--- config.mk ---
export PLATFORM = sky130hd
export DESIGN_NAME = windowed_rms_current_meter_top
export DESIGN_NICKNAME = d
export VERILOG_FILES = /design/src/sv/rmsm_pkg.sv /design/src/sv/rmsm_front.sv /design/src/sv/rmsm_fifo.sv /design/src/sv/rmsm_back.sv /design/src/sv/windowed_rms_current_meter_top.sv
export SDC_FILE = /design/constraint.sdc
export NUM_CORES = 2
export LEC_CHECK = 0
export CELL_PAD_IN_SITES_DETAIL_PLACEMENT = 1
export CELL_PAD_IN_SITES_GLOBAL_PLACEMENT = 2
export CORE_ASPECT_RATIO = 0.6
export CORE_MARGIN = 2
export CORE_UTILIZATION = 48
export CTS_BUF_LIST = sky130_fd_sc_hd__clkbuf_4 sky130_fd_sc_hd__clkbuf_8
export CTS_CLUSTER_DIAMETER = 100
export DETAILED_ROUTE_END_ITERATION = 8
export DONT_BUFFER_PORTS = 1
export HOLD_SLACK_MARGIN = 0.02
export PLACE_DENSITY = 0.9
export SLEW_MARGIN = 10
export SYNTH_ARGS = -nofsm -noshare
export SYNTH_HDL_FRONTEND = slang
export SYNTH_HIERARCHICAL = 1
export SYNTH_SLANG_ARGS = --single-unit
--- constraint.sdc ---
create_clock -name clk_i -period 15 [get_ports clk_i]
set_input_delay 3 -clock clk_i [delete_from_list [all_inputs] [get_ports clk_i]]
set_output_delay 3 -clock clk_i [all_outputs]
set_load 0.01 [all_outputs]
--- src/sv/rmsm_pkg.sv ---
// shared types and constants of the windowed rms current meter
`default_nettype none

package rmsm_pkg;

  // field widths
  localparam int unsigned GAIN_W = 24;
  localparam int unsigned OFFS_W = 24;
  localparam int unsigned WLEN_W = 16;
  localparam int unsigned RMS_W  = 24;
  localparam int unsigned WIN_W  = 16;
  localparam int unsigned SUM_W  = 64;
  localparam int unsigned DIV_W  = 17;
  localparam int unsigned CUR_W  = 34;
  localparam int unsigned ROOT_W = 32;

  // apb register map
  localparam int unsigned ADDR_W = 4;
  localparam int unsigned DATA_W = 32;
  localparam logic [1:0] REG_GAIN = 2'd0;
  localparam logic [1:0] REG_OFFS = 2'd1;
  localparam logic [1:0] REG_WLEN = 2'd2;

  // register reset values
  localparam logic [GAIN_W-1:0] GAIN_RST = 24'd28421;
  localparam logic [OFFS_W-1:0] OFFS_RST = 24'hFFFC71;  // -911
  localparam logic [WLEN_W-1:0] WLEN_RST = 16'd500;

  // back end sequencing
  localparam int unsigned STEP_W     = 6;
  localparam int unsigned DIV_STEPS  = 64;
  localparam int unsigned SQRT_STEPS = 32;

  typedef struct packed {
    logic [GAIN_W-1:0] gain;
    logic [OFFS_W-1:0] offset;
    logic [WLEN_W-1:0] wlen;
  } cal_cfg_t;

  // one closed window handed from front to back
  typedef struct packed {
    logic [SUM_W-1:0] sum;
    logic [DIV_W-1:0] divisor;
    logic [WIN_W-1:0] win;
  } win_entry_t;

endpackage

`default_nettype wire

--- src/sv/rmsm_front.sv ---
// front end: calibration, squaring, accumulation and window closing
`default_nettype none

module rmsm_front #(
  parameter int unsigned SAMPLE_BITS = 12
) (
  input  wire                      clk_i,
  input  wire                      rst_ni,
  input  rmsm_pkg::cal_cfg_t       cfg_i,
  input  wire                      in_valid_i,
  output logic                     in_ready_o,
  input  wire  [SAMPLE_BITS-1:0]   in_sample_i,
  output logic                     push_o,
  output rmsm_pkg::win_entry_t     push_data_o,
  input  wire                      full_i
);

  localparam int unsigned PROD_W = SAMPLE_BITS + rmsm_pkg::GAIN_W;
  localparam int unsigned CUR_W  = rmsm_pkg::CUR_W;
  localparam int unsigned SUM_W  = rmsm_pkg::SUM_W;
  localparam int unsigned OFFS_W = rmsm_pkg::OFFS_W;
  localparam int unsigned ROOT_W = rmsm_pkg::ROOT_W;
  localparam int unsigned WLEN_W = rmsm_pkg::WLEN_W;
  localparam int unsigned WIN_W  = rmsm_pkg::WIN_W;
  localparam int unsigned DIV_W  = rmsm_pkg::DIV_W;

  typedef enum logic [2:0] {
    ST_IDLE,
    ST_MUL,
    ST_CAL,
    ST_SQR,
    ST_ACC
  } state_e;

  state_e                  state_q;
  logic [SAMPLE_BITS-1:0]  raw_q;
  logic [PROD_W-1:0]       prod_q;
  logic [CUR_W-1:0]        mag_q;
  logic [SUM_W-1:0]        sq_q;
  logic [SUM_W-1:0]        sum_q;
  logic [WLEN_W-1:0]       cnt_q;
  logic [WIN_W-1:0]        win_q;

  logic [CUR_W-1:0]        cur_w;
  logic [CUR_W-1:0]        mag_d;
  logic                    sq_big;
  logic [SUM_W-1:0]        sq_d;
  logic [SUM_W:0]          sum_ext;
  logic [SUM_W-1:0]        sum_d;
  logic [WLEN_W-1:0]       cnt_d;
  logic                    close;

  // current = (raw * gain) >> 8 + offset, in signed q.16
  assign cur_w = CUR_W'(prod_q[PROD_W-1:8])
               + {{(CUR_W-OFFS_W){cfg_i.offset[OFFS_W-1]}}, cfg_i.offset};
  assign mag_d = cur_w[CUR_W-1] ? (~cur_w + CUR_W'(1)) : cur_w;

  // a magnitude beyond 32 bits squares to all ones
  assign sq_big = |mag_q[CUR_W-1:ROOT_W];
  assign sq_d   = sq_big ? {SUM_W{1'b1}}
                         : SUM_W'(mag_q[ROOT_W-1:0]) * SUM_W'(mag_q[ROOT_W-1:0]);

  // saturating accumulate
  assign sum_ext = {1'b0, sum_q} + {1'b0, sq_q};
  assign sum_d   = sum_ext[SUM_W] ? {SUM_W{1'b1}} : sum_ext[SUM_W-1:0];
  assign cnt_d   = cnt_q + WLEN_W'(1);

  // count wrapped to zero closes with a divisor of 65536
  assign close = (cnt_d == '0) || ((cfg_i.wlen != '0) && (cnt_d >= cfg_i.wlen));

  assign in_ready_o          = (state_q == ST_IDLE);
  assign push_o              = (state_q == ST_ACC) && !full_i && close;
  assign push_data_o.sum     = sum_d;
  assign push_data_o.divisor = (cnt_d == '0) ? {1'b1, {(DIV_W-1){1'b0}}}
                                             : {1'b0, cnt_d};
  assign push_data_o.win     = win_q + WIN_W'(1);

  always_ff @(posedge clk_i or negedge rst_ni) begin
    if (!rst_ni) begin
      state_q <= ST_IDLE;
      raw_q   <= '0;
      prod_q  <= '0;
      mag_q   <= '0;
      sq_q    <= '0;
      sum_q   <= '0;
      cnt_q   <= '0;
      win_q   <= '0;
    end else begin
      unique case (state_q)
        ST_IDLE: begin
          if (in_valid_i) begin
            raw_q   <= in_sample_i;
            state_q <= ST_MUL;
          end
        end
        ST_MUL: begin
          prod_q  <= PROD_W'(raw_q) * PROD_W'(cfg_i.gain);
          state_q <= ST_CAL;
        end
        ST_CAL: begin
          mag_q   <= mag_d;
          state_q <= ST_SQR;
        end
        ST_SQR: begin
          sq_q    <= sq_d;
          state_q <= ST_ACC;
        end
        ST_ACC: begin
          if (!full_i) begin
            if (close) begin
              sum_q <= '0;
              cnt_q <= '0;
              win_q <= win_q + WIN_W'(1);
            end else begin
              sum_q <= sum_d;
              cnt_q <= cnt_d;
            end
            state_q <= ST_IDLE;
          end
        end
        default: state_q <= ST_IDLE;
      endcase
    end
  end

endmodule

`default_nettype wire

--- src/sv/rmsm_fifo.sv ---
// two-entry queue of closed windows between front and back end
`default_nettype none

module rmsm_fifo (
  input  wire                   clk_i,
  input  wire                   rst_ni,
  input  wire                   push_i,
  input  rmsm_pkg::win_entry_t  din_i,
  input  wire                   pop_i,
  output rmsm_pkg::win_entry_t  dout_o,
  output logic                  empty_o,
  output logic                  full_o
);

  rmsm_pkg::win_entry_t entry_q [2];
  logic                 wr_ptr_q;
  logic                 rd_ptr_q;
  logic [1:0]           count_q;

  assign dout_o  = entry_q[rd_ptr_q];
  assign empty_o = (count_q == 2'd0);
  assign full_o  = (count_q == 2'd2);

  always_ff @(posedge clk_i) begin
    if (push_i && !full_o) begin
      entry_q[wr_ptr_q] <= din_i;
    end
  end

  always_ff @(posedge clk_i or negedge rst_ni) begin
    if (!rst_ni) begin
      wr_ptr_q <= 1'b0;
      rd_ptr_q <= 1'b0;
      count_q  <= 2'd0;
    end else begin
      if (push_i && !full_o) begin
        wr_ptr_q <= ~wr_ptr_q;
      end
      if (pop_i && !empty_o) begin
        rd_ptr_q <= ~rd_ptr_q;
      end
      if ((push_i && !full_o) && !(pop_i && !empty_o)) begin
        count_q <= count_q + 2'd1;
      end else if (!(push_i && !full_o) && (pop_i && !empty_o)) begin
        count_q <= count_q - 2'd1;
      end
    end
  end

endmodule

`default_nettype wire

--- src/sv/rmsm_back.sv ---
// back end: bit-serial divide of the window sum, square root, result register
`default_nettype none

module rmsm_back (
  input  wire                                 clk_i,
  input  wire                                 rst_ni,
  input  rmsm_pkg::win_entry_t                entry_i,
  input  wire                                 empty_i,
  output logic                                pop_o,
  output logic                                out_valid_o,
  input  wire                                 out_ready_i,
  output logic [rmsm_pkg::RMS_W-1:0]          out_rms_o,
  output logic [rmsm_pkg::WIN_W-1:0]          out_win_o
);

  localparam int unsigned SUM_W  = rmsm_pkg::SUM_W;
  localparam int unsigned DIV_W  = rmsm_pkg::DIV_W;
  localparam int unsigned ROOT_W = rmsm_pkg::ROOT_W;
  localparam int unsigned RMS_W  = rmsm_pkg::RMS_W;
  localparam int unsigned WIN_W  = rmsm_pkg::WIN_W;
  localparam int unsigned STEP_W = rmsm_pkg::STEP_W;
  localparam int unsigned SREM_W = ROOT_W + 2;

  typedef enum logic [1:0] {
    ST_IDLE,
    ST_DIV,
    ST_SQRT,
    ST_OUT
  } state_e;

  state_e               state_q;
  logic [SUM_W-1:0]     num_q;
  logic [DIV_W-1:0]     den_q;
  logic [DIV_W-1:0]     drem_q;
  logic [SREM_W-1:0]    srem_q;
  logic [ROOT_W-1:0]    root_q;
  logic [WIN_W-1:0]     win_q;
  logic [STEP_W-1:0]    step_q;
  logic                 out_valid_q;
  logic [RMS_W-1:0]     out_rms_q;
  logic [WIN_W-1:0]     out_win_q;

  logic [DIV_W:0]       dtrial;
  logic [DIV_W:0]       ddiff;
  logic                 dge;
  logic [SREM_W+1:0]    sshift;
  logic [SREM_W+1:0]    strial;
  logic [SREM_W+1:0]    sdiff;
  logic                 sge;
  logic                 out_free;

  // restoring divide, one quotient bit per cycle
  assign dtrial = {drem_q, num_q[SUM_W-1]};
  assign ddiff  = dtrial - {1'b0, den_q};
  assign dge    = (dtrial >= {1'b0, den_q});

  // digit-by-digit square root, two radicand bits per cycle
  assign sshift = {srem_q, num_q[SUM_W-1:SUM_W-2]};
  assign strial = (SREM_W+2)'({root_q, 2'b01});
  assign sdiff  = sshift - strial;
  assign sge    = (sshift >= strial);

  assign out_free    = !out_valid_q || out_ready_i;
  assign pop_o       = (state_q == ST_IDLE) && !empty_i;
  assign out_valid_o = out_valid_q;
  assign out_rms_o   = out_rms_q;
  assign out_win_o   = out_win_q;

  always_ff @(posedge clk_i or negedge rst_ni) begin
    if (!rst_ni) begin
      state_q     <= ST_IDLE;
      num_q       <= '0;
      den_q       <= '0;
      drem_q      <= '0;
      srem_q      <= '0;
      root_q      <= '0;
      win_q       <= '0;
      step_q      <= '0;
      out_valid_q <= 1'b0;
      out_rms_q   <= '0;
      out_win_q   <= '0;
    end else begin
      if ((state_q == ST_OUT) && out_free) begin
        out_valid_q <= 1'b1;
      end else if (out_ready_i) begin
        out_valid_q <= 1'b0;
      end
      unique case (state_q)
        ST_IDLE: begin
          if (!empty_i) begin
            num_q   <= entry_i.sum;
            den_q   <= entry_i.divisor;
            win_q   <= entry_i.win;
            drem_q  <= '0;
            step_q  <= '0;
            state_q <= ST_DIV;
          end
        end
        ST_DIV: begin
          drem_q <= dge ? ddiff[DIV_W-1:0] : dtrial[DIV_W-1:0];
          num_q  <= {num_q[SUM_W-2:0], dge};
          if (step_q == STEP_W'(rmsm_pkg::DIV_STEPS - 1)) begin
            srem_q  <= '0;
            root_q  <= '0;
            step_q  <= '0;
            state_q <= ST_SQRT;
          end else begin
            step_q <= step_q + STEP_W'(1);
          end
        end
        ST_SQRT: begin
          srem_q <= sge ? sdiff[SREM_W-1:0] : sshift[SREM_W-1:0];
          root_q <= {root_q[ROOT_W-2:0], sge};
          num_q  <= {num_q[SUM_W-3:0], 2'b00};
          step_q <= step_q + STEP_W'(1);
          if (step_q == STEP_W'(rmsm_pkg::SQRT_STEPS - 1)) begin
            state_q <= ST_OUT;
          end
        end
        ST_OUT: begin
          if (out_free) begin
            out_rms_q   <= (|root_q[ROOT_W-1:RMS_W]) ? {RMS_W{1'b1}}
                                                     : root_q[RMS_W-1:0];
            out_win_q   <= win_q;
            state_q     <= ST_IDLE;
          end
        end
        default: state_q <= ST_IDLE;
      endcase
    end
  end

endmodule

`default_nettype wire

--- src/sv/windowed_rms_current_meter_top.sv ---
// top level of the windowed rms current meter: apb registers, front, queue, back
// flow: a sample beat passes the multiply, calibrate and square states and is folded
//   into the window sum in the accumulate state, which waits while the queue is full;
//   a window result takes a pop, 64 divide steps, 32 square root steps and a result load
// pacing: the front takes no new sample beat until the last one is folded in; the shared
//   divide / square root sequencer takes one window at a time; two closed windows queue
// reset: rst_ni async active low clears sum, count, window number and queue,
//   and loads the calibration registers with their defaults
`default_nettype none

module windowed_rms_current_meter_top #(
  parameter int unsigned SAMPLE_BITS = 12
) (
  input  wire                                   clk_i,
  input  wire                                   rst_ni,
  // sample stream in
  input  wire                                   s_axis_tvalid,
  output logic                                  s_axis_tready,
  input  wire  [((SAMPLE_BITS+7)/8)*8-1:0]      s_axis_tdata,   // raw_sample
  // result stream out
  output logic                                  m_axis_tvalid,
  input  wire                                   m_axis_tready,
  output logic [39:0]                           m_axis_tdata,   // rms_current, window_number
  // apb register port
  input  wire                                   psel,
  input  wire                                   penable,
  input  wire                                   pwrite,
  input  wire  [rmsm_pkg::ADDR_W-1:0]           paddr,
  input  wire  [rmsm_pkg::DATA_W-1:0]           pwdata,
  output logic [rmsm_pkg::DATA_W-1:0]           prdata,
  output logic                                  pready
);

  localparam int unsigned GAIN_W = rmsm_pkg::GAIN_W;
  localparam int unsigned OFFS_W = rmsm_pkg::OFFS_W;
  localparam int unsigned WLEN_W = rmsm_pkg::WLEN_W;
  localparam int unsigned DATA_W = rmsm_pkg::DATA_W;

  rmsm_pkg::cal_cfg_t   cfg_q;
  rmsm_pkg::win_entry_t push_data;
  rmsm_pkg::win_entry_t pop_data;
  logic                 push;
  logic                 pop;
  logic                 fifo_empty;
  logic                 fifo_full;
  logic                 cfg_we;
  logic [rmsm_pkg::RMS_W-1:0] rms;
  logic [rmsm_pkg::WIN_W-1:0] win;

  // register file: zero wait state, written in the access phase
  assign pready = 1'b1;
  assign cfg_we = psel && penable && pwrite && pready;

  always_ff @(posedge clk_i or negedge rst_ni) begin
    if (!rst_ni) begin
      cfg_q.gain   <= rmsm_pkg::GAIN_RST;
      cfg_q.offset <= rmsm_pkg::OFFS_RST;
      cfg_q.wlen   <= rmsm_pkg::WLEN_RST;
    end else if (cfg_we) begin
      unique case (paddr[3:2])
        rmsm_pkg::REG_GAIN: cfg_q.gain   <= pwdata[GAIN_W-1:0];
        rmsm_pkg::REG_OFFS: cfg_q.offset <= pwdata[OFFS_W-1:0];
        rmsm_pkg::REG_WLEN: cfg_q.wlen   <= pwdata[WLEN_W-1:0];
        default: ;  // unmapped address, write dropped
      endcase
    end
  end

  // read back the raw register bits, zero extended
  always_comb begin
    unique case (paddr[3:2])
      rmsm_pkg::REG_GAIN: prdata = DATA_W'(cfg_q.gain);
      rmsm_pkg::REG_OFFS: prdata = DATA_W'(cfg_q.offset);
      rmsm_pkg::REG_WLEN: prdata = DATA_W'(cfg_q.wlen);
      default:            prdata = '0;
    endcase
  end

  // front: one sample at a time through multiply, calibrate, square, accumulate
  rmsm_front #(
    .SAMPLE_BITS (SAMPLE_BITS)
  ) u_front (
    .clk_i       (clk_i),
    .rst_ni      (rst_ni),
    .cfg_i       (cfg_q),
    .in_valid_i  (s_axis_tvalid),
    .in_ready_o  (s_axis_tready),
    .in_sample_i (s_axis_tdata[SAMPLE_BITS-1:0]),
    .push_o      (push),
    .push_data_o (push_data),
    .full_i      (fifo_full)
  );

  // closed windows wait here so the front keeps taking samples
  rmsm_fifo u_fifo (
    .clk_i   (clk_i),
    .rst_ni  (rst_ni),
    .push_i  (push),
    .din_i   (push_data),
    .pop_i   (pop),
    .dout_o  (pop_data),
    .empty_o (fifo_empty),
    .full_o  (fifo_full)
  );

  // back: sum / count, then square root, into the result register
  rmsm_back u_back (
    .clk_i       (clk_i),
    .rst_ni      (rst_ni),
    .entry_i     (pop_data),
    .empty_i     (fifo_empty),
    .pop_o       (pop),
    .out_valid_o (m_axis_tvalid),
    .out_ready_i (m_axis_tready),
    .out_rms_o   (rms),
    .out_win_o   (win)
  );

  // result beat: rms_current in the low 24 bits, window_number above
  assign m_axis_tdata = {win, rms};

endmodule

`default_nettype wire

* Word-level counts from Yosys, hierarchy flattened *
Memories as Yosys holds them, arrays and structs flattened.
Index checks and enable logic that the tools add are counted.

cells by class
  add/sub/neg operators = 10
  multiply operators = 2
  divide/modulo/power cells = 0
  order comparisons = 3
  eq/ne operators = 18
  shift operators = 0
  multiplexer cells = 35
  bitwise operators = 5
  reduce and logical (&&, ||, !) cells = 44

operators by type and width
  operator                 number
  $mux W64                 4
  $pmux W64 S3             1
  $mux W34                 3
  $pmux W24 S3             1
  $pmux W34 S2             1
  $add A64 B64 Y65         1
  $mul A32 B32 Y64         1
  $pmux W32 S2             1
  $mux W17                 3
  $ge A36 B34 Y1           1
  $mul A12 B24 Y36         1
  $add A34 B1 Y34 const B  1
  $not A34 Y34             1
  $pmux W17 S2             1
  $sub A34 B34 Y34         1
  $add A16 B1 Y16 const B  2
  $mux W32                 1
  $add A29 B24 Y30         1
  $mux W24                 1
  $reduce_and A2 Y1        11
  $ge A18 B17 Y1           1
  $pmux W6 S3              1
  $sub A17 B17 Y17         1
  $ge A16 B16 Y1           1
  other kinds (33)         75

storage, ports and cells
  register bits = 542
  bits in latches = 0
  memory bits (writable) = 194
  memory bits (read-only) = 0
  output and inout bits = 75
  word-level logic and storage cells = 143
  memories = 1

memory list
  name            depth  bits a word  rd ports  clocked after Yosys merged registers in  write ports  RTL line         RTL
  u_fifo.entry_q  2      97           1         0                                        1            rmsm_fifo.sv:15  rmsm_pkg::win_entry_t entry_q [2];

* Depth between registers and ports, before layout *
  depth in word-level cells = 10
  depth in mapped cells = 31
  mapped depth without buffers = 27

* Modules after synthesis *
Netlist, hierarchy kept.

by module, submodules not included
  module                          instances  cells an instance  area an instance (µm²)
  rmsm_front                      1          6,065              54,325.9
  rmsm_back                       1          1,422              12,828.6
  rmsm_fifo                       1          321                7,269.5
  windowed_rms_current_meter_top  1          222                3,056.7

* Worst setup path after synthesis *
OpenSTA, ideal clock, no wires.

  kind = reg-to-reg
  start = register u_front.cnt_q[0]
  end = memory u_fifo/entry_q[0][0] (netlist name) (enable)
  data arrival time = 7,464 ps
  data required time = 14,447 ps
  path slack = 6,982 ps
  stages on the path, launching flop included = 14
  path buffers = 2
  clock period less this slack = 8,018 ps
  path through = dfrtp_1 > ha_1 > clkbuf_1 > nand3_1 > nor4_1 > xnor2_1 > ha_1 > nand4_1 > o31ai_1 > nor2_2 > nor2_2 > buf_2 > nand2_1 > nor2_1

between the ends
  cells in the longest elaborated chain, start to end = 8

ends and longest elaborated chain
  element                            RTL line                              RTL
  start, declared                    rmsm_front.sv:41                      logic [WLEN_W-1:0] cnt_q;
  start signal, assigned             rmsm_front.sv:116                     cnt_q <= cnt_d;
  $add A16 B1 Y16 (*)                rmsm_front.sv:66                      assign cnt_d = cnt_q + WLEN_W'(1);
  $ge A16 B16 Y1                     rmsm_front.sv:69                      assign close = (cnt_d == '0) || ((cfg_i.wlen != '0) && (cnt_d >= cfg_i.wlen));
  $logic_and A1 B1 Y1                rmsm_front.sv:69
  $logic_or A1 B1 Y1 (*)             rmsm_front.sv:69
  $logic_and A1 B1 Y1 (*)            rmsm_front.sv:72                      assign push_o = (state_q == ST_ACC) && !full_i && close;
  named net push                     windowed_rms_current_meter_top.sv:42  logic push;
  $logic_and A1 B1 Y1 (*)            rmsm_fifo.sv:25                       if (push_i && !full_o) begin
  $mux W1 (*)                        rmsm_fifo.sv:25
  $mux W1 (implied by the code) (*)  rmsm_fifo.sv:26                       entry_q[wr_ptr_q] <= din_i;
  end, declared                      rmsm_fifo.sv:15

The timed path passes the listed nets; every way through them passes the cells marked *.

* Worst setup path in the final report *
  start = register u_front.mag_q[18]
  end = register u_front.sq_q[58]

between the ends
  cells in the longest elaborated chain, start to end = 2

ends and longest elaborated chain
  element                 RTL line           RTL
  start, declared         rmsm_front.sv:38   logic [CUR_W-1:0] mag_q;
  start signal, assigned  rmsm_front.sv:101  mag_q <= mag_d;
  $mul A32 B32 Y64        rmsm_front.sv:61   : SUM_W'(mag_q[ROOT_W-1:0]) * SUM_W'(mag_q[ROOT_W-1:0]);
  $mux W64                rmsm_front.sv:60   assign sq_d = sq_big ? {SUM_W{1'b1}}
  end signal, assigned    rmsm_front.sv:105  sq_q <= sq_d;
  end, declared           rmsm_front.sv:39   logic [SUM_W-1:0] sq_q;

No other way between the ends.
A chain may end at the register's enable or synchronous reset.

==> flow_metrics.py <==
metrics = {
    "setup_path": {
        "crit_chain": "buf_4 > inv_1 > nor2_1 > fa_1 > fa_1 > fa_1 > inv_1 > fa_1 > inv_1 > fa_1 > fa_1 > fa_1 > fa_1 > ha_1 > nand4_1 > nor3_1 > o21ai_0 > nor4b_1 > a211oi_1 > o21ai_0 > a21boi_0 > xor2_1 > a21oi_1",
        "crit_required_ps": 15680,
        "ff2ff_setup_slack_ps": 5520,
        "slowest_delay_ps": 740,
        "r2r_end": "u_front/sq_q[58]$_DFFE_PN0P_",
        "worstPathMaxFanout": 34,
        "cp_slowest_cell": "nor4b_1",
        "worstReg2RegStart": "u_front/mag_q[18]$_DFFE_PN0P_",
        "r2r_cells": 23,
        "arrival_ps": 10160,
        "worstSetupPathType": "reg -> reg",
        "worst_setup_path_start_kind": "register",
        "cp_common_cell": "fa_1",
        "cp-end-kind": "register",
    },
    "timing": {
        "fmax_ghz": 0.106,
        "setup_viol": 0,
        "maxSlewViolCount": 267,
        "finalWorstSetupSlack_ps": 5520,
        "layout_worst_path_cycle_share_pct": 63.2,
        "worst-slew-pin-transition_ps": 1800,
        "clock_skew_ps": 51.3,
        "final_hold_viol_count": 0,
        "setup_tns_ps": 0,
        "slew_headroom_pct": -20.0,
        "rsz0062_at_grt": "no",
        "min_period_ps": 9480,
    },
    "route": {
        "drc": 0,
        "wl_per_cell_um": 22.4,
        "dr.pass1.iters": 5,
        "ant_nets": 0,
        "vias_per_cell": 5.68,
        "drt_wl_total_um": 225000,
        "first_iter_violations": 4051,
        "via_count": 57023,
    },
    "status": {
        "status": "finished, violations left",
        "violations": "slew limit",
    },
    "clocking": {
        "cts_hold_buf": 0,
        "cts.path.max_buffers": 3,
        "numCtsBuffers": 106,
        "cts_root_buffer": "clkbuf_8",
        "cts.sinks": 728,
        "postCtsSetupBuffers": 0,
        "cts_max_level": 3,
        "path_clk_slew_ps": 70,
        "cts_tree": "built",
        "clk_latency_ps": 850,
        "post_cts_resized": 0,
    },
    "global_routing": {
        "grt_first_pass_wirelength_um": 364000,
        "grt_pass1_vias": 62918,
        "grt-ovfl-total": 0,
        "grt_max_degree": 535,
        "antenna_found_initial": 4,
        "track_usage_pct": 28.0,
    },
    "cells_and_area": {
        "syn_to_final_growth_pct": 5.03,
        "mostFrequentLayoutCell": "inv_1",
        "drive_above_1_share_pct": 7.56,
        "fill_cells": 18073,
        "finalNetCount": 9417,
        "most-common-layout-cells": "1311 x inv_1, 1014 x fa_1, 995 x nand2_1, 536 x ha_1, 501 x dfrtp_1",
    },
    "place": {
        "dp_slack_ps": 5810,
        "dp_hpwl_um": 173000,
        "port_buffers": 0,
        "gp_congestion": 0.899,
    },
    "logic_synthesis": {
        "synth_edf_count": 194,
        "syn_area_per_cell_um2": 9.65,
        "synth_warnings": 6,
        "syn-cell-area_um2": 77500,
        "synth-seq-cells": 728,
        "ys.flop_type": "dfrtp_1",
        "postSynthCellCount": 8030,
        "yosysSeqAreaShare_pct": 24.8,
        "synthArstFlopShare_pct": 73.4,
        "ys_types": 114,
    },
    "hold_path": {
        "min-delay-start": "u_front/prod_q[30]$_DFFE_PN0P_",
        "holdPathEnd": "u_front/prod_q[30]$_DFFE_PN0P_",
        "hold_class": "reg -> reg",
        "hold_depth": 2,
    },
    "floorplan": {
        "placementRows": 114,
        "start_util_pct": 48.2,
        "core_area_um2": 161000,
        "fp.dieH_um": 315,
        "die-area_um2": 165000,
        "pin_count": 134,
        "fp.dieW_um": 523,
    },
    "job": {
        "drv_cap": 0,
    },
}
[routing by layer]
layer  part of all wire, %  up-vias  wire length (µm)  GRT usage [%]
met5                     0        -                 0              0
met1                    49    29850            110000           42.9
met4                   1.4        0              3180           4.61
met2                    44     1361             99100           42.5
li1                      -    25589                 -              -
met3                   5.9      223             13200           4.31
[cell families after synthesis]
| family | count (synthesis) | share of synthesized area [%] |
|---|---|---|
| AO/OA/AOI/OAI | 1420 | 11.8 |
| XOR/XNOR | 315 | 3.57 |
| adder cells (fa/ha/maj) | 1553 | 34.9 |
| buffers and inverters | 1726 | 8.64 |
| flip-flops | 728 | 24.8 |
| multiplexers | 266 | 3.97 |
| other | 2 | 0.00969 |
| AND/OR/NAND/NOR | 2020 | 12.3 |
[per-stage QoR]
step	instance area, µm²	hold WS, ps	util [%]	cells
6_report	81400	489	50.7	10042
5_1_grt	81400	504	50.7	10042
4_1_cts	81400	491	50.7	10041
3_5_place_dp	79100	472	49.2	9843
3_3_place_gp	79100	468	49.2	9843
2_1_floorplan	77500	453	-	8037
[worst max-delay path, delay by kind of cell (launching register included)]
| family | cells | cell delay, ps |
|---|---|---|
| buffers and inverters | 4 | 1090 |
| flip-flops | 1 | 320 |
| XOR/XNOR | 1 | 180 |
| AO/OA/AOI/OAI | 5 | 1430 |
| AND/OR/NAND/NOR | 4 | 1870 |
| adder cells (fa/ha/maj) | 9 | 4410 |
[registers in the layout, indices dropped and copies added (netlist names), 32 cells and up]
name	count
u_fifo/entry_q	194
cfg_q	64
u_back/num_q	64
u_front/sq_q	64
u_front/sum_q	64
u_back/srem_q	34
u_front/mag_q	34
u_back/root_q	32
[layout make-up]
class	count	area, µm²	area share [%]
timing repair buffer	74	556	0.683
clock buffer	144	1810	2.22
antenna	1	2.50	0.00308
tap	2146	2690	3.30
multi-input combinational	5583	51700	63.5
inverter	1312	4920	6.05
clock inverter	54	499	0.613
sequential	728	19200	23.6
[worst max-delay path by stage]
stage,startpoint,to,slack (ps)
after global placement,u_front/mag_q[18]$_DFFE_PN0P_,u_front/sq_q[58]$_DFFE_PN0P_,5980
after global routing,u_front/mag_q[18]$_DFFE_PN0P_,u_front/sq_q[58]$_DFFE_PN0P_,5320
after CTS,u_front/mag_q[16]$_DFFE_PN0P_,u_front/sq_q[58]$_DFFE_PN0P_,5770
after floorplan,u_front/cnt_q[0]$_DFFE_PN0P_,u_fifo/entry_q[0][0]$_DFFE_PP_,6980
final,u_front/mag_q[18]$_DFFE_PN0P_,u_front/sq_q[58]$_DFFE_PN0P_,5520
after detailed placement,u_front/mag_q[16]$_DFFE_PN0P_,u_front/sq_q[58]$_DFFE_PN0P_,5810
[synthesized netlist by cell type, drive strengths merged (194+ instances only)]
master / instances / share of area [%]
and2: 335 / 2.7
dfrtp: 502 / 16
mux2: 211 / 3.3
edfxtp: 194 / 7.5
o21ai: 465 / 3.0
ha: 539 / 8.7
a21oi: 293 / 1.9
nor2: 272 / 1.3
clkbuf: 319 / 1.5
fa: 1014 / 26
inv: 1311 / 6.4
nand2: 998 / 4.8
Power is left out: the tool's default activity adds up to more than one toggle a clock period on the data nets, which glitch-free logic cannot reach.
